==> config.mk <==
export PLATFORM = sky130hd
export DESIGN_NAME = led_bar_fill_ramp_top_flat
export DESIGN_NICKNAME = d
export VERILOG_FILES = /design/src/rtl/lbfr_pkg.sv /design/src/rtl/lbfr_if.sv /design/src/rtl/lbfr_csr.sv /design/src/rtl/lbfr_div.sv /design/src/rtl/led_bar_fill_ramp_top.sv /design/src/flat_wrapper.sv
export SDC_FILE = /design/constraint.sdc
export NUM_CORES = 2
export LEC_CHECK = 0
export CORE_ASPECT_RATIO = 1.25
export CORE_MARGIN = 2
export CORE_UTILIZATION = 35
export DETAILED_ROUTE_END_ITERATION = 16
export DONT_BUFFER_PORTS = 1
export PLACE_DENSITY = 0.5
export SLEW_MARGIN = 20
export SYNTH_ARGS = -nofsm -noshare
export SYNTH_HDL_FRONTEND = slang
export SYNTH_SLANG_ARGS = --single-unit
export TNS_END_PERCENT = 20
==> constraint.sdc <==
create_clock -name clock -period 12.62 [get_ports clock]
set_input_delay 0.631 -clock clock [delete_from_list [all_inputs] [get_ports clock]]
set_output_delay 0.631 -clock clock [all_outputs]
set_load 0.05 [all_outputs]
==> src/rtl/lbfr_pkg.sv <==
// ----------------------------------------------------------------------------
// lbfr_pkg
// Shared types and constants of the LED bar fill ramp: field widths, register
// indexes and reset values, configuration and divider structs.
// ----------------------------------------------------------------------------
package lbfr_pkg;

   localparam int MAX_UNITS  = 1024;

   localparam int FUNC_W     = 2;
   localparam int FRAC_W     = 16;
   localparam int FRAC_SHIFT = 15;     // Q1.15, full = 65536 / 2
   localparam int POS_W      = 18;
   localparam int STEP_W     = 16;
   localparam int UNIT_W     = 11;
   localparam int HUE_W      = 16;
   localparam int MB_W       = 8;
   localparam int LED_W      = 20;
   localparam int WUNIT_W    = POS_W + 1;   // unit index plus one guard step

   localparam int CSR_IDX_W  = 3;
   localparam int CSR_DATA_W = 16;

   localparam int DIV_N_W    = 28;
   localparam int DIV_D_W    = 11;
   localparam int DIV_CNT_W  = $clog2(DIV_N_W);

   localparam int MUL_A_W    = WUNIT_W;
   localparam int MUL_B_W    = 17;
   localparam int PROD_W     = MUL_A_W + MUL_B_W;

   typedef enum logic [FUNC_W-1:0] {
      FUNC_TICK       = 2'd0,
      FUNC_SET_TARGET = 2'd1,
      FUNC_CLEAR      = 2'd2
   } func_type;

   typedef enum logic [CSR_IDX_W-1:0] {
      REG_STEP_SIZE    = 3'd0,
      REG_LEDS_PER_SEG = 3'd1,
      REG_UNIT_COUNT   = 3'd2,
      REG_START_HUE    = 3'd3,
      REG_END_HUE      = 3'd4,
      REG_MAX_BRIGHT   = 3'd5,
      REG_CLIP_LOWER   = 3'd6,
      REG_CLIP_UPPER   = 3'd7
   } csr_reg_type;

   localparam logic [STEP_W-1:0] RST_STEP_SIZE    = 16'd10;
   localparam logic [UNIT_W-1:0] RST_LEDS_PER_SEG = 11'd0;
   localparam logic [UNIT_W-1:0] RST_UNIT_COUNT   = 11'd64;
   localparam logic [HUE_W-1:0]  RST_START_HUE    = 16'd32768;
   localparam logic [HUE_W-1:0]  RST_END_HUE      = 16'd32768;
   localparam logic [MB_W-1:0]   RST_MAX_BRIGHT   = 8'd255;
   localparam logic [UNIT_W-1:0] RST_CLIP_LOWER   = 11'd0;
   localparam logic [UNIT_W-1:0] RST_CLIP_UPPER   = 11'd0;

   // effective values: max_bright never zero, unit_count capped at MAX_UNITS
   typedef struct packed {
      logic [STEP_W-1:0] step_size;
      logic [UNIT_W-1:0] leds_per_seg;
      logic [UNIT_W-1:0] unit_count;
      logic [HUE_W-1:0]  start_hue;
      logic [HUE_W-1:0]  end_hue;
      logic [MB_W-1:0]   max_bright;
      logic [UNIT_W-1:0] clip_lower;
      logic [UNIT_W-1:0] clip_upper;
   } cfg_type;

   typedef struct packed {
      logic               start;
      logic [DIV_N_W-1:0] dividend;
      logic [DIV_D_W-1:0] divisor;
   } div_req_type;

   typedef struct packed {
      logic               done;
      logic [DIV_N_W-1:0] quotient;
      logic [DIV_D_W-1:0] remainder;
   } div_rsp_type;

endpackage

==> src/rtl/lbfr_if.sv <==
// ----------------------------------------------------------------------------
// lbfr_if
// Valid/ready channels of the LED bar fill ramp: request and result.
// ----------------------------------------------------------------------------
interface lbfr_req_if import lbfr_pkg::*; ();
   logic              valid;
   logic              ready;
   logic [FUNC_W-1:0] func;
   logic [FRAC_W-1:0] target_fraction;

   modport source (output valid, func, target_fraction, input ready);
   modport sink   (input valid, func, target_fraction, output ready);
endinterface

interface lbfr_rsp_if import lbfr_pkg::*; ();
   logic              valid;
   logic              ready;
   logic              clear_all;
   logic [LED_W-1:0]  first_led;
   logic [UNIT_W-1:0] led_count;
   logic [HUE_W-1:0]  hue;
   logic [MB_W-1:0]   level;
   logic              last;

   modport source (output valid, clear_all, first_led, led_count, hue, level, last,
                   input ready);
   modport sink   (input valid, clear_all, first_led, led_count, hue, level, last,
                   output ready);
endinterface

==> src/rtl/lbfr_csr.sv <==
// ----------------------------------------------------------------------------
// lbfr_csr
// Configuration registers with write decode; presents effective values.
// ----------------------------------------------------------------------------
module lbfr_csr import lbfr_pkg::*; (
   input  logic                  clock,
   input  logic                  reset,
   input  logic                  csr_wr_en,
   input  logic [CSR_IDX_W-1:0]  csr_index,
   input  logic [CSR_DATA_W-1:0] csr_wdata,
   output cfg_type               cfg
);

   logic [STEP_W-1:0] step_ff, step_in;
   logic [UNIT_W-1:0] lps_ff, lps_in;
   logic [UNIT_W-1:0] units_ff, units_in;
   logic [HUE_W-1:0]  shue_ff, shue_in;
   logic [HUE_W-1:0]  ehue_ff, ehue_in;
   logic [MB_W-1:0]   mb_ff, mb_in;
   logic [UNIT_W-1:0] clo_ff, clo_in;
   logic [UNIT_W-1:0] cup_ff, cup_in;

   always_comb begin
      step_in  = step_ff;
      lps_in   = lps_ff;
      units_in = units_ff;
      shue_in  = shue_ff;
      ehue_in  = ehue_ff;
      mb_in    = mb_ff;
      clo_in   = clo_ff;
      cup_in   = cup_ff;
      if (csr_wr_en) begin
         unique case (csr_reg_type'(csr_index))
            REG_STEP_SIZE:    step_in  = csr_wdata[STEP_W-1:0];
            REG_LEDS_PER_SEG: lps_in   = csr_wdata[UNIT_W-1:0];
            REG_UNIT_COUNT:   units_in = csr_wdata[UNIT_W-1:0];
            REG_START_HUE:    shue_in  = csr_wdata[HUE_W-1:0];
            REG_END_HUE:      ehue_in  = csr_wdata[HUE_W-1:0];
            REG_MAX_BRIGHT:   mb_in    = csr_wdata[MB_W-1:0];
            REG_CLIP_LOWER:   clo_in   = csr_wdata[UNIT_W-1:0];
            REG_CLIP_UPPER:   cup_in   = csr_wdata[UNIT_W-1:0];
            default:          step_in  = step_ff;
         endcase
      end
   end

   always_ff @(posedge clock) begin
      if (reset) begin
         step_ff  <= RST_STEP_SIZE;
         lps_ff   <= RST_LEDS_PER_SEG;
         units_ff <= RST_UNIT_COUNT;
         shue_ff  <= RST_START_HUE;
         ehue_ff  <= RST_END_HUE;
         mb_ff    <= RST_MAX_BRIGHT;
         clo_ff   <= RST_CLIP_LOWER;
         cup_ff   <= RST_CLIP_UPPER;
      end else begin
         step_ff  <= step_in;
         lps_ff   <= lps_in;
         units_ff <= units_in;
         shue_ff  <= shue_in;
         ehue_ff  <= ehue_in;
         mb_ff    <= mb_in;
         clo_ff   <= clo_in;
         cup_ff   <= cup_in;
      end
   end

   always_comb begin
      cfg.step_size    = step_ff;
      cfg.leds_per_seg = lps_ff;
      cfg.unit_count   = (units_ff > UNIT_W'(MAX_UNITS)) ? UNIT_W'(MAX_UNITS) : units_ff;
      cfg.start_hue    = shue_ff;
      cfg.end_hue      = ehue_ff;
      cfg.max_bright   = (mb_ff == '0) ? MB_W'(1) : mb_ff;
      cfg.clip_lower   = clo_ff;
      cfg.clip_upper   = cup_ff;
   end

endmodule

==> src/rtl/lbfr_div.sv <==
// ----------------------------------------------------------------------------
// lbfr_div
// Shared unsigned restoring divider, one quotient bit per cycle.
// Done pulses for one cycle once the last quotient bit is registered.
// ----------------------------------------------------------------------------
module lbfr_div import lbfr_pkg::*; (
   input  logic        clock,
   input  logic        reset,
   input  div_req_type div_req,
   output div_rsp_type div_rsp
);

   logic                 busy_ff, busy_in;
   logic                 done_ff, done_in;
   logic [DIV_CNT_W-1:0] cnt_ff, cnt_in;
   logic [DIV_N_W-1:0]   quo_ff, quo_in;
   logic [DIV_D_W-1:0]   rem_ff, rem_in;
   logic [DIV_D_W-1:0]   dsr_ff, dsr_in;

   logic [DIV_D_W:0]     shifted;
   logic [DIV_D_W:0]     sub;
   logic                 fits;

   always_comb begin
      shifted = {rem_ff, quo_ff[DIV_N_W-1]};
      fits    = shifted >= {1'b0, dsr_ff};
      sub     = shifted - {1'b0, dsr_ff};
   end

   always_comb begin
      busy_in = busy_ff;
      cnt_in  = cnt_ff;
      quo_in  = quo_ff;
      rem_in  = rem_ff;
      dsr_in  = dsr_ff;
      done_in = busy_ff && (cnt_ff == '0);
      if (div_req.start) begin
         busy_in = 1'b1;
         cnt_in  = DIV_CNT_W'(DIV_N_W - 1);
         quo_in  = div_req.dividend;
         rem_in  = '0;
         dsr_in  = div_req.divisor;
      end else if (busy_ff) begin
         quo_in = {quo_ff[DIV_N_W-2:0], fits};
         rem_in = fits ? sub[DIV_D_W-1:0] : shifted[DIV_D_W-1:0];
         if (cnt_ff == '0) begin
            busy_in = 1'b0;
         end else begin
            cnt_in = cnt_ff - 1'b1;
         end
      end
   end

   always_ff @(posedge clock) begin
      if (reset) begin
         busy_ff <= 1'b0;
         done_ff <= 1'b0;
         cnt_ff  <= '0;
      end else begin
         busy_ff <= busy_in;
         done_ff <= done_in;
         cnt_ff  <= cnt_in;
      end
   end

   always_ff @(posedge clock) begin
      quo_ff <= quo_in;
      rem_ff <= rem_in;
      dsr_ff <= dsr_in;
   end

   assign div_rsp.done      = done_ff;
   assign div_rsp.quotient  = quo_ff;
   assign div_rsp.remainder = rem_ff;

endmodule

==> src/rtl/led_bar_fill_ramp_top.sv <==
// ----------------------------------------------------------------------------
// led_bar_fill_ramp_top
// Ramps an LED bar graph toward a target fill level, one request at a time.
//
// Requests come in on req_bus (valid/ready): tick, set target or clear. Each
// tick moves the current position by step_size toward the target and sends
// up to two LED writes on rsp_bus (valid/ready), the last one flagged.
// Clear sends one clear_all result. The user writes configuration on the csr_
// port only while the block is idle; the block does not enforce this.
// req_bus.ready is high only while the sequencer is idle. A request passes:
//   set target: S_MP, S_TMUL, S_TSET; clear: S_CLR;
//   tick: S_MP, S_STEP, then the divide and emit states. Each division by
//   max_brightness and each interpolated hue runs through one shared
//   bit-serial divider; ticks need one or two unit divisions plus a hue
//   division per result where the hue lies inside the clip range.
// Results leave through an output register; the next request is taken while
// the last result still waits there. A stalled receiver holds the sequencer
// only when a further result is due. Synchronous reset clears the positions,
// loads register reset values and empties the output register.
// ----------------------------------------------------------------------------
module led_bar_fill_ramp_top import lbfr_pkg::*; (
   input  logic                  clock,
   input  logic                  reset,
   lbfr_req_if.sink              req_bus,
   lbfr_rsp_if.source            rsp_bus,
   input  logic                  csr_wr_en,
   input  logic [CSR_IDX_W-1:0]  csr_index,
   input  logic [CSR_DATA_W-1:0] csr_wdata
);

   typedef enum logic [13:0] {
      S_IDLE  = 14'b00_0000_0000_0001,
      S_MP    = 14'b00_0000_0000_0010,
      S_TMUL  = 14'b00_0000_0000_0100,
      S_TSET  = 14'b00_0000_0000_1000,
      S_STEP  = 14'b00_0000_0001_0000,
      S_DIV_U = 14'b00_0000_0010_0000,
      S_DIV_T = 14'b00_0000_0100_0000,
      S_MAIN  = 14'b00_0000_1000_0000,
      S_HUE   = 14'b00_0001_0000_0000,
      S_HMUL  = 14'b00_0010_0000_0000,
      S_HDIV  = 14'b00_0100_0000_0000,
      S_FL    = 14'b00_1000_0000_0000,
      S_EMIT  = 14'b01_0000_0000_0000,
      S_CLR   = 14'b10_0000_0000_0000
   } state_type;

   cfg_type     cfg;
   div_req_type div_req;
   div_rsp_type div_rsp;

   state_type          state_ff, state_in;
   logic [FUNC_W-1:0]  func_ff, func_in;
   logic [FRAC_W-1:0]  frac_ff, frac_in;
   logic [POS_W-1:0]   cur_ff, cur_in;
   logic [POS_W-1:0]   tgt_ff, tgt_in;
   logic [POS_W-1:0]   mp_ff, mp_in;
   logic [PROD_W-1:0]  prod_ff, prod_in;
   logic [WUNIT_W-1:0] w_ff, w_in;
   logic [MB_W-1:0]    elvl_ff, elvl_in;
   logic               elast_ff, elast_in;
   logic               guard_ff, guard_in;
   logic [HUE_W-1:0]   hue_ff, hue_in;

   logic               rsp_valid_ff, rsp_valid_in;
   logic               rsp_clear_ff, rsp_clear_in;
   logic [LED_W-1:0]   rsp_first_ff, rsp_first_in;
   logic [UNIT_W-1:0]  rsp_count_ff, rsp_count_in;
   logic [HUE_W-1:0]   rsp_hue_ff, rsp_hue_in;
   logic [MB_W-1:0]    rsp_level_ff, rsp_level_in;
   logic               rsp_last_ff, rsp_last_in;

   logic [MUL_A_W-1:0] mul_a;
   logic [MUL_B_W-1:0] mul_b;

   logic               rising, falling, out_free, lps_zero, hue_up;
   logic [POS_W:0]     sum_up;
   logic signed [POS_W+1:0] dif_dn;
   logic [POS_W-1:0]   step_mp;
   logic [POS_W-1:0]   cur_step;
   logic [POS_W:0]     tset_val;
   logic signed [UNIT_W+1:0] hi_s, lo_s, span_s;
   logic signed [WUNIT_W:0]  w_s, hi_ext;
   logic               w_below, w_above, w_equal;
   logic [HUE_W-1:0]   hue_mag;
   logic [UNIT_W-1:0]  w_off;
   logic [HUE_W-1:0]   q_hue;

   lbfr_csr u_csr (
      .clock     (clock),
      .reset     (reset),
      .csr_wr_en (csr_wr_en),
      .csr_index (csr_index),
      .csr_wdata (csr_wdata),
      .cfg       (cfg)
   );

   lbfr_div u_div (
      .clock   (clock),
      .reset   (reset),
      .div_req (div_req),
      .div_rsp (div_rsp)
   );

   // position step and hue range helpers
   always_comb begin
      rising   = tgt_ff > cur_ff;
      falling  = tgt_ff < cur_ff;
      out_free = !rsp_valid_ff || rsp_bus.ready;
      lps_zero = (cfg.leds_per_seg == '0);
      step_mp  = prod_ff[POS_W-1:0];

      sum_up = {1'b0, cur_ff} + (POS_W+1)'(cfg.step_size);
      dif_dn = $signed({2'b00, cur_ff}) - $signed((POS_W+2)'(cfg.step_size));
      if (rising) begin
         cur_step = (sum_up > {1'b0, tgt_ff}) ? tgt_ff : sum_up[POS_W-1:0];
      end else if (dif_dn < $signed({2'b00, tgt_ff})) begin
         cur_step = tgt_ff;
      end else if (dif_dn > $signed({2'b00, step_mp})) begin
         cur_step = step_mp;
      end else begin
         cur_step = dif_dn[POS_W-1:0];
      end

      tset_val = prod_ff[FRAC_SHIFT +: POS_W+1];

      hi_s    = $signed({2'b00, cfg.unit_count}) - $signed({2'b00, cfg.clip_upper});
      lo_s    = $signed({2'b00, cfg.clip_lower});
      span_s  = hi_s - lo_s;
      w_s     = $signed({1'b0, w_ff});
      hi_ext  = (WUNIT_W+1)'(hi_s);
      w_below = w_ff < WUNIT_W'(cfg.clip_lower);
      w_above = w_s > hi_ext;
      w_equal = (hi_s == lo_s);
      w_off   = w_ff[UNIT_W-1:0] - cfg.clip_lower;
      hue_up  = cfg.end_hue >= cfg.start_hue;
      hue_mag = hue_up ? (cfg.end_hue - cfg.start_hue) : (cfg.start_hue - cfg.end_hue);
      q_hue   = div_rsp.quotient[HUE_W-1:0];
   end

   // shared multiplier operands
   always_comb begin
      mul_a = '0;
      mul_b = '0;
      case (state_ff)
         S_MP: begin
            mul_a = MUL_A_W'(cfg.max_bright);
            mul_b = MUL_B_W'(cfg.unit_count);
         end
         S_TMUL: begin
            mul_a = MUL_A_W'(prod_ff[POS_W-1:0]);
            mul_b = MUL_B_W'(frac_ff);
         end
         S_HUE: begin
            mul_a = MUL_A_W'(w_off);
            mul_b = MUL_B_W'(hue_mag);
         end
         S_FL, S_EMIT: begin
            mul_a = w_ff;
            mul_b = MUL_B_W'(cfg.leds_per_seg);
         end
         default: mul_a = '0;
      endcase
      prod_in = mul_a * mul_b;
   end

   assign req_bus.ready = (state_ff == S_IDLE);

   always_comb begin
      state_in     = state_ff;
      func_in      = func_ff;
      frac_in      = frac_ff;
      cur_in       = cur_ff;
      tgt_in       = tgt_ff;
      mp_in        = mp_ff;
      w_in         = w_ff;
      elvl_in      = elvl_ff;
      elast_in     = elast_ff;
      guard_in     = guard_ff;
      hue_in       = hue_ff;
      div_req      = '0;
      rsp_valid_in = rsp_valid_ff && !rsp_bus.ready;
      rsp_clear_in = rsp_clear_ff;
      rsp_first_in = rsp_first_ff;
      rsp_count_in = rsp_count_ff;
      rsp_hue_in   = rsp_hue_ff;
      rsp_level_in = rsp_level_ff;
      rsp_last_in  = rsp_last_ff;

      unique case (state_ff)
         S_IDLE: begin
            if (req_bus.valid) begin
               func_in = req_bus.func;
               frac_in = req_bus.target_fraction;
               unique case (req_bus.func) inside
                  FUNC_TICK, FUNC_SET_TARGET: state_in = S_MP;
                  FUNC_CLEAR: begin
                     cur_in   = '0;
                     tgt_in   = '0;
                     state_in = S_CLR;
                  end
                  default: state_in = S_IDLE;
               endcase
            end
         end
         S_MP: begin
            state_in = (func_ff == FUNC_SET_TARGET) ? S_TMUL : S_STEP;
         end
         S_TMUL: begin
            mp_in    = prod_ff[POS_W-1:0];
            state_in = S_TSET;
         end
         S_TSET: begin
            tgt_in   = (tset_val > {1'b0, mp_ff}) ? mp_ff : tset_val[POS_W-1:0];
            state_in = S_IDLE;
         end
         S_STEP: begin
            if (!rising && !falling) begin
               state_in = S_IDLE;
            end else begin
               cur_in           = cur_step;
               div_req.start    = 1'b1;
               div_req.dividend = DIV_N_W'(cur_step);
               div_req.divisor  = DIV_D_W'(cfg.max_bright);
               state_in         = S_DIV_U;
            end
         end
         S_DIV_U: begin
            if (div_rsp.done) begin
               w_in    = div_rsp.quotient[WUNIT_W-1:0];
               elvl_in = div_rsp.remainder[MB_W-1:0];
               if (lps_zero) begin
                  state_in = S_MAIN;
               end else begin
                  div_req.start    = 1'b1;
                  div_req.dividend = DIV_N_W'(tgt_ff);
                  div_req.divisor  = DIV_D_W'(cfg.max_bright);
                  state_in         = S_DIV_T;
               end
            end
         end
         S_DIV_T: begin
            if (div_rsp.done) begin
               // segment already holds the target: snap and stay silent
               if (div_rsp.quotient == DIV_N_W'(w_ff)) begin
                  tgt_in   = cur_ff;
                  state_in = S_IDLE;
               end else begin
                  state_in = S_MAIN;
               end
            end
         end
         S_MAIN: begin
            guard_in = (rising && w_ff != '0) ||
                       (falling && w_ff != WUNIT_W'(cfg.unit_count));
            elast_in = !((rising && w_ff != '0) ||
                         (falling && w_ff != WUNIT_W'(cfg.unit_count)));
            state_in = S_HUE;
         end
         S_HUE: begin
            if (w_below) begin
               hue_in   = cfg.start_hue;
               state_in = S_FL;
            end else if (w_above) begin
               hue_in   = cfg.end_hue;
               state_in = S_FL;
            end else if (w_equal) begin
               hue_in   = cfg.start_hue;
               state_in = S_FL;
            end else begin
               state_in = S_HMUL;
            end
         end
         S_HMUL: begin
            div_req.start    = 1'b1;
            div_req.dividend = prod_ff[DIV_N_W-1:0];
            div_req.divisor  = span_s[DIV_D_W-1:0];
            state_in         = S_HDIV;
         end
         S_HDIV: begin
            if (div_rsp.done) begin
               hue_in   = hue_up ? (cfg.start_hue + q_hue) : (cfg.start_hue - q_hue);
               state_in = S_FL;
            end
         end
         S_FL: begin
            state_in = S_EMIT;
         end
         S_EMIT: begin
            if (out_free) begin
               rsp_valid_in = 1'b1;
               rsp_clear_in = 1'b0;
               rsp_first_in = lps_zero ? LED_W'(w_ff) : prod_ff[LED_W-1:0];
               rsp_count_in = lps_zero ? UNIT_W'(1) : cfg.leds_per_seg;
               rsp_hue_in   = hue_ff;
               rsp_level_in = elvl_ff;
               rsp_last_in  = elast_ff;
               if (guard_ff) begin
                  // neighbor guard: unit below full, or unit above off
                  guard_in = 1'b0;
                  elast_in = 1'b1;
                  w_in     = rising ? (w_ff - 1'b1) : (w_ff + 1'b1);
                  elvl_in  = rising ? cfg.max_bright : '0;
                  state_in = S_HUE;
               end else begin
                  state_in = S_IDLE;
               end
            end
         end
         S_CLR: begin
            if (out_free) begin
               rsp_valid_in = 1'b1;
               rsp_clear_in = 1'b1;
               rsp_first_in = '0;
               rsp_count_in = '0;
               rsp_hue_in   = '0;
               rsp_level_in = '0;
               rsp_last_in  = 1'b1;
               state_in     = S_IDLE;
            end
         end
         default: state_in = S_IDLE;
      endcase
   end

   always_ff @(posedge clock) begin
      if (reset) begin
         state_ff     <= S_IDLE;
         cur_ff       <= '0;
         tgt_ff       <= '0;
         guard_ff     <= 1'b0;
         rsp_valid_ff <= 1'b0;
      end else begin
         state_ff     <= state_in;
         cur_ff       <= cur_in;
         tgt_ff       <= tgt_in;
         guard_ff     <= guard_in;
         rsp_valid_ff <= rsp_valid_in;
      end
   end

   always_ff @(posedge clock) begin
      func_ff      <= func_in;
      frac_ff      <= frac_in;
      mp_ff        <= mp_in;
      prod_ff      <= prod_in;
      w_ff         <= w_in;
      elvl_ff      <= elvl_in;
      elast_ff     <= elast_in;
      hue_ff       <= hue_in;
      rsp_clear_ff <= rsp_clear_in;
      rsp_first_ff <= rsp_first_in;
      rsp_count_ff <= rsp_count_in;
      rsp_hue_ff   <= rsp_hue_in;
      rsp_level_ff <= rsp_level_in;
      rsp_last_ff  <= rsp_last_in;
   end

   assign rsp_bus.valid     = rsp_valid_ff;
   assign rsp_bus.clear_all = rsp_clear_ff;
   assign rsp_bus.first_led = rsp_first_ff;
   assign rsp_bus.led_count = rsp_count_ff;
   assign rsp_bus.hue       = rsp_hue_ff;
   assign rsp_bus.level     = rsp_level_ff;
   assign rsp_bus.last      = rsp_last_ff;

`ifndef SYNTHESIS
   a_div_done_awaited: assert property (@(posedge clock) disable iff (reset)
      div_rsp.done |-> (state_ff == S_DIV_U || state_ff == S_DIV_T || state_ff == S_HDIV))
      else $error("divider finished outside a divide wait state");

   a_clear_result: assert property (@(posedge clock) disable iff (reset)
      (rsp_bus.valid && rsp_bus.clear_all) |->
         (rsp_bus.last && rsp_bus.first_led == '0 && rsp_bus.level == '0))
      else $error("clear result carries write data or is not last");

   a_clear_positions: assert property (@(posedge clock) disable iff (reset)
      (req_bus.valid && req_bus.ready && req_bus.func == FUNC_CLEAR) |=>
         (cur_ff == '0 && tgt_ff == '0))
      else $error("positions not zero after clear request");
`endif

endmodule

==> src/flat_wrapper.sv <==
// flat-port wrapper written by rule: the top's interface ports become plain ports
module led_bar_fill_ramp_top_flat import lbfr_pkg::*;
  (clock, reset, csr_wr_en, csr_index, csr_wdata, req_bus_valid, req_bus_func, req_bus_target_fraction, req_bus_ready, rsp_bus_valid, rsp_bus_clear_all, rsp_bus_first_led, rsp_bus_led_count, rsp_bus_hue, rsp_bus_level, rsp_bus_last, rsp_bus_ready);
  lbfr_req_if req_bus_i ();
  lbfr_rsp_if rsp_bus_i ();
  input  logic clock;
  input  logic reset;
  input  logic csr_wr_en;
  input  logic [CSR_IDX_W-1:0] csr_index;
  input  logic [CSR_DATA_W-1:0] csr_wdata;
  input wire logic [$bits(req_bus_i.valid)-1:0] req_bus_valid;
  input wire logic [$bits(req_bus_i.func)-1:0] req_bus_func;
  input wire logic [$bits(req_bus_i.target_fraction)-1:0] req_bus_target_fraction;
  output wire logic [$bits(req_bus_i.ready)-1:0] req_bus_ready;
  output wire logic [$bits(rsp_bus_i.valid)-1:0] rsp_bus_valid;
  output wire logic [$bits(rsp_bus_i.clear_all)-1:0] rsp_bus_clear_all;
  output wire logic [$bits(rsp_bus_i.first_led)-1:0] rsp_bus_first_led;
  output wire logic [$bits(rsp_bus_i.led_count)-1:0] rsp_bus_led_count;
  output wire logic [$bits(rsp_bus_i.hue)-1:0] rsp_bus_hue;
  output wire logic [$bits(rsp_bus_i.level)-1:0] rsp_bus_level;
  output wire logic [$bits(rsp_bus_i.last)-1:0] rsp_bus_last;
  input wire logic [$bits(rsp_bus_i.ready)-1:0] rsp_bus_ready;
  assign req_bus_i.valid = req_bus_valid;
  assign req_bus_i.func = req_bus_func;
  assign req_bus_i.target_fraction = req_bus_target_fraction;
  assign req_bus_ready = req_bus_i.ready;
  assign rsp_bus_valid = rsp_bus_i.valid;
  assign rsp_bus_clear_all = rsp_bus_i.clear_all;
  assign rsp_bus_first_led = rsp_bus_i.first_led;
  assign rsp_bus_led_count = rsp_bus_i.led_count;
  assign rsp_bus_hue = rsp_bus_i.hue;
  assign rsp_bus_level = rsp_bus_i.level;
  assign rsp_bus_last = rsp_bus_i.last;
  assign rsp_bus_i.ready = rsp_bus_ready;
  led_bar_fill_ramp_top u_core (.clock(clock), .reset(reset), .req_bus(req_bus_i), .rsp_bus(rsp_bus_i), .csr_wr_en(csr_wr_en), .csr_index(csr_index), .csr_wdata(csr_wdata));
endmodule
======== After elaboration in Yosys (flattened, before gate mapping) ========
Cells that the tools add are included.
storage, ports and cells
  register bits ........................... 380
  input port bits ......................... 42
  output and inout port bits .............. 59
  word-level logic and storage cells ...... 234
operators by class
  add/sub/neg operators ................... 13
  multipliers ............................. 1
  $lt $le $gt $ge ......................... 11
  equality and inequality tests ........... 39
  multiplexer cells ....................... 87
  bitwise gates (word level) .............. 1
  reduce and logical (&&, ||, !) cells .... 48
operators with widths
  operator          count
  $pmux W14 S13     1
  $mux W18          10
  $mux W16          8
  $mux W40          3
  $pmux W40 S3      1
  $mux W14          8
  $mux W19          4
  $pmux W19 S4      1
  $mux W8           9
  $pmux W16 S2      2
  $pmux W16 S4      1
  $mux W20          3
  $mux W28          2
  $mux W11          5
  $pmux W18 S3      1
  $sub A16 B16 Y16  3
  $pmux W20 S2      1
  $gt A19 B18 Y1    2
  $pmux W19 S2      1
  $pmux W18 S2      1
  $mul A19 B16 Y34  1
  $sub A11 B11 Y11  3
  $pmux W8 S2       2
  $eq A28 B19 Y1    1
  other kinds (66)  126

======== Logic depth before layout (Yosys ltp) ========
  word-level depth ........................ 9
  gate-level depth with buffers ........... 41
  gate-level depth less buffers ........... 39

======== Cells and area by module ========
Synthesis repeated with hierarchy kept, for this count alone.
second synthesis, totals
  cells, all modules ...................... 3,911
  area, all modules ....................... 35,919.4 um^2
by module, submodules not included
  module                 times used  cells each  area an instance (um^2)  sequential area each (um^2)
  led_bar_fill_ramp_top  1           3,288       28,945.3                 5,835.6
  lbfr_csr               1           382         4,051.4                  2,001.9
  lbfr_div               1           241         2,922.8                  1,531.5

======== Worst setup path after synthesis ========
Ideal clock, no wire load.
  path type ............................... flip-flop to flip-flop
  start point ............................. reg u_core.w_ff[0]
  end point ............................... reg u_core.prod_ff[31]
  setup time .............................. 0.072 ns
  arrival time ............................ 8.658 ns
  required time ........................... 12.548 ns
  setup slack ............................. 3.890 ns
  cell stages (with the launch flop) ...... 39
  path buffers ............................ 2
  period minus slack after synthesis ...... 8.730 ns
  cells stage by stage .................... edfxtp_1 > clkbuf_1 > inv_1 > ha_1 > inv_1 > fa_1 > a21o_1 > a21oi_1 > o21bai_1 > a21oi_1 > nor2b_1 > or4_1 > a31oi_1 > xnor2_1 > nand2_1 > nand2_1 > clkbuf_1 > nand2_1 > [... 3 more ...] > inv_1 > fa_1 > fa_1 > inv_1 > fa_1 > inv_1 > ha_1 > a211oi_1 > nor2_1 > a211oi_1 > a221oi_1 > nor2_1 > a21oi_1 > a31o_2 > a21oi_1 > o21bai_1 > a21oi_1 > xnor2_1
between the ends
  cells in the longest elaborated chain, start to end .. 3
ends and longest elaborated chain
  what                    line                          text
  from (decl)             led_bar_fill_ramp_top.sv:59   logic [WUNIT_W-1:0] w_ff, w_in;
  from (signal assigned)  led_bar_fill_ramp_top.sv:347  w_ff <= w_in;
  $sub A11 B11 Y11        led_bar_fill_ramp_top.sv:135  w_off = w_ff[UNIT_W-1:0] - cfg.clip_lower;
  $pmux W19 S4 (*)        led_bar_fill_ramp_top.sv:145  case (state_ff)
  $mul A19 B16 Y34 (*)    led_bar_fill_ramp_top.sv:164  prod_in = mul_a * mul_b;
  net u_core.prod_in[31]  led_bar_fill_ramp_top.sv:58   logic [PROD_W-1:0] prod_ff, prod_in;
  to (signal assigned)    led_bar_fill_ramp_top.sv:346  prod_ff <= prod_in;
  to (decl)               led_bar_fill_ramp_top.sv:58
The timed path passes the listed nets; every way through them passes the cells marked *.
A chain may end at the register's enable or synchronous reset.

======== Worst setup path in the final report ========
  start point ............................. reg u_core.u_csr.ehue_ff[7]
  end point ............................... reg u_core.prod_ff[30]
between the ends
  cells in the longest elaborated chain, start to end .. 4
  elaborated cells between the ends (all ways) .. 6
  classes of those cells .................. add/sub: 2; mul: 1; order compare: 1; mux: 2
ends and longest elaborated chain
  what                                                line                                                        text
  from (decl)                                         lbfr_csr.sv:18                                              logic [HUE_W-1:0] ehue_ff, ehue_in;
  from (signal assigned)                              lbfr_csr.sv:62                                              ehue_ff <= ehue_in;
  $sub A16 B16 Y16 or $ge A16 B16 Y1 (tied branches)  led_bar_fill_ramp_top.sv:137, led_bar_fill_ramp_top.sv:136
  $mux W16 (*)                                        led_bar_fill_ramp_top.sv:137                                hue_mag = hue_up ? (cfg.end_hue - cfg.start_hue) : (cfg.start_hue - cfg.end_hue);
  $pmux W16 S4 (*)                                    led_bar_fill_ramp_top.sv:145
  $mul A19 B16 Y34 (*)                                led_bar_fill_ramp_top.sv:164
  net u_core.prod_in[30]                              led_bar_fill_ramp_top.sv:58
Marked as above.

==> flow_summary_export.csv <==
group,metric,value,unit
synthesis,yosys.area.top_type,"edfxtp_1",
synthesis,ys.flop_type,"dfxtp_1",
timing,min_period,10470,ps
worst_setup_path,cp.arrival,10950,ps
floorplan,initial_core_util,0.353,
worst_setup_path,worstPathRequired,13100,ps
finish,nFillCells,10100,
global_route,grt_overflow,0,
global_route,antenna_found_initial,3,
timing,finClkSkew,88.9,ps
synthesis,syn_avg_cell_area,8.65,sq um
synthesis,netlist-cell-type-count,86,
clocking,hold_buffers,0,
power_and_ir_drop,ir_worst_vdd,0.000100,V
worst_setup_path,critPathCaptureType,"flip-flop",
routing,routedWlPerCell,23.7,um
timing,final_max_slew_viol_count,0,
worst_setup_path,cp_common_cell,"fa_1",
power_and_ir_drop,powerDensity,104,mW/mm^2
global_route,grt_max_degree,149,
synthesis,synth.most_common_cell,"nand2_1",
timing,max_freq,95.5,MHz
worst_setup_path,start_kind,"flip-flop",
routing,routed_wirelength,126,mm
worst_setup_path,ff2ff_setup_slack,2150,ps
finish,seq_area,0.00937,sq mm
clocking,clock_latency,680,ps
floorplan,die_area,0.102,sq mm
timing,rsz0062_at_grt,"no",
clocking,path_clk_slew,60,ps
global_route,grt_pass1_vias,28800,
placement,portBuffers,0,
clocking,cts_max_path_buffers,3,
worst_setup_path,path_buf_inv,5,
worst_setup_path,cpMaxStageDelayCell,"o21ai_2",
synthesis,synth_area_leaders,"edfxtp_1 15%, fa_1 14%, ha_1 13%, dfxtp_1 12%, nand2_1 5.7%",
synthesis,synth_area,0.0349,sq mm
finish,nNetsFinal,4603,
clocking,clock_sinks,380,
placement,dpl.hpwl,99.4,mm
timing,final_hold_viol_count,0,
timing,period_share,0.829,
global_route,grt_pass1_wl,187,mm
timing,setup_viol,0,
synthesis,synth_edf_count,176,
global_route,track_usage,0.246,
status,status,"complete, no violations",
synthesis,yosysTopAreaCellShare,0.151,
synthesis,synthTopCellsByCount,"532 x nand2_1, 497 x inv_1, 351 x ha_1",
clocking,ctsRootBufferMaster,"clkbuf_16",
worst_setup_path,cpLargestDelayFamily,"compound AO/OA/AOI/OAI gates",
finish,drive_gt1_frac,0.0497,
routing,first_pass_iters,6,
routing,drt-initial-drc-count,2430,
finish,area_growth,8.65,%
clocking,post-cts-setup-buffer-count,0,
power_and_ir_drop,cellLeakagePower,15.6,nW
finish,num_antenna_cells,0,
timing,tns,0,ps
floorplan,io_pins,101,
timing,relSlewSlack,0.216,
worst_setup_path,slowest_delay,750,ps
worst_setup_path,crit_fanout,18,
floorplan,rows,129,
timing,tightest_slew,1170,ps
routing,drc,0,
clocking,htree_levels,2,
finish,instances_no_fill,5315,
routing,viasPerCell,5.41,
clocking,cts_tree,"done",
finish,multi_input_area,0.0230,sq mm
floorplan,chipHeight,357,um
synthesis,synthCells,4036,
synthesis,synth-seq-area-share,0.268,
synthesis,synthArstFlopShare,0,
routing,num_vias,28800,
floorplan,fp.dieW,286,um
synthesis,synth_warnings,0,
min_path,hold_class,"input port to flip-flop",
job,cap_viol_max_count,0,
synthesis,ys_ff_latch,380,
floorplan,core,0.0989,sq mm
clocking,ctsResizeCount,0,
placement,gp_congestion,0.947,
worst_setup_path,critPathKind,"flip-flop to flip-flop",
routing,drtAntennaViolNets,0,
clocking,numCtsBuffers,48,
placement,placedCellCount,5225,
[where the power goes]
group / switching, W / internal (W) / leakage, nW
Combinational: 0.000700 / 0.000434 / 11.6
Sequential: 0.0000466 / 0.00132 / 3.24
Clock: 0.000622 / 0.000818 / 0.782
Total: 0.00137 / 0.00258 / 15.6
[metrics by stage]
| stage | total power [W] | util | setup WS (ps) | cell area, sq um | hold WS [ps] |
|---|---|---|---|---|---|
| after floorplan | 0.00221 | - | 3890 | 34900 | 432 |
| after CTS | 0.00397 | 0.383 | 2320 | 37900 | 20.2 |
| after global routing | 0.00413 | 0.383 | 1330 | 37900 | 31.6 |
| after global placement | 0.00251 | 0.367 | 2660 | 36300 | 438 |
| after detailed placement | 0.00251 | 0.367 | 2420 | 36300 | 443 |
| final | 0.00394 | 0.383 | 2150 | 37900 | 44.0 |
[cells by family (layout without fill, tap and decap cells)]
group                    Yosys count  after routing  synth area share
AO/OA/AOI/OAI                    887            887             0.166
XOR/XNOR                         179            179            0.0449
adder cells (fa/ha/maj)          596            596             0.266
buffers and inverters            679            646            0.0751
flip-flops                       380            380             0.268
multiplexers                      56             56            0.0162
other                              2              4          0.000215
AND/OR/NAND/NOR                 1257           1257             0.163
[layout by cell type (no fill, tap or decap), types with 14 or more instances in the layout]
| cell | count |
|---|---|
| nand2b_1 | 40 |
| dfxtp_1 | 204 |
| o21a_1 | 29 |
| a211o_1 | 15 |
| xor2_1 | 71 |
| a21oi_1 | 292 |
| nor2b_1 | 88 |
| inv_1 | 497 |
| nor2_1 | 325 |
| nand3_1 | 45 |
| nor4_1 | 26 |
| nand2_1 | 532 |
| a21o_1 | 62 |
| ha_1 | 351 |
| a211oi_1 | 49 |
| o211ai_1 | 16 |
| clkbuf_16 | 48 |
| a22o_1 | 16 |
| xnor2_1 | 108 |
| nor3_1 | 42 |
| mux2i_1 | 53 |
| or2_2 | 14 |
| buf_4 | 57 |
| a22oi_1 | 22 |
| fa_1 | 245 |
| a221oi_1 | 22 |
| o21bai_1 | 23 |
| and2_1 | 21 |
| edfxtp_1 | 176 |
| a221o_1 | 24 |
| nand4_1 | 37 |
| or3_1 | 19 |
| a31oi_1 | 16 |
| o21ai_0 | 179 |
[flip-flops by register name, indices dropped and copies added (netlist names), 14 cells and up]
signal / flops
u_core.cur_ff: 18
u_core.frac_ff: 16
u_core.hue_ff: 16
u_core.mp_ff: 18
u_core.prod_ff: 34
u_core.rsp_bus.first_led: 20
u_core.rsp_bus.hue: 16
u_core.state_ff: 14
u_core.tgt_ff: 18
u_core.u_csr.ehue_ff: 16
u_core.u_csr.shue_ff: 16
u_core.u_csr.step_ff: 16
u_core.u_div.quo_ff: 28
u_core.w_ff: 19
[routing by layer]
layer  global-route usage  vias up  routed length, um
met5                    0        -                  0
met4                0.103        0               5740
met3               0.0347      219               7350
met2                0.420      897              60000
met1                0.311    14100              53000
li1                     -    13600                  -
[area by class of cell]
| class | instances | area share |
|---|---|---|
| clock buffers | 63 | 0.0341 |
| multi-input cells | 2979 | 0.606 |
| flip-flops and latches | 380 | 0.247 |
| repair buffers | 57 | 0.0113 |
| clock inverters | 27 | 0.00874 |
| well taps | 1310 | 0.0432 |
| inverters | 499 | 0.0494 |
[path summary, 6_finish.rpt]
kind                                     from                  endpoint  cells after the start
setup / recovery      u_core.u_csr.ehue_ff[7]        u_core.prod_ff[30]                     34
hold / removal    req_bus_target_fraction[11]        u_core.frac_ff[11]                      0
setup reg to reg      u_core.u_csr.ehue_ff[7]        u_core.prod_ff[30]                     34
hold reg to reg      u_core.u_csr.units_ff[4]  u_core.u_csr.units_ff[4]                      2
Power figures use the tool's default switching activity.
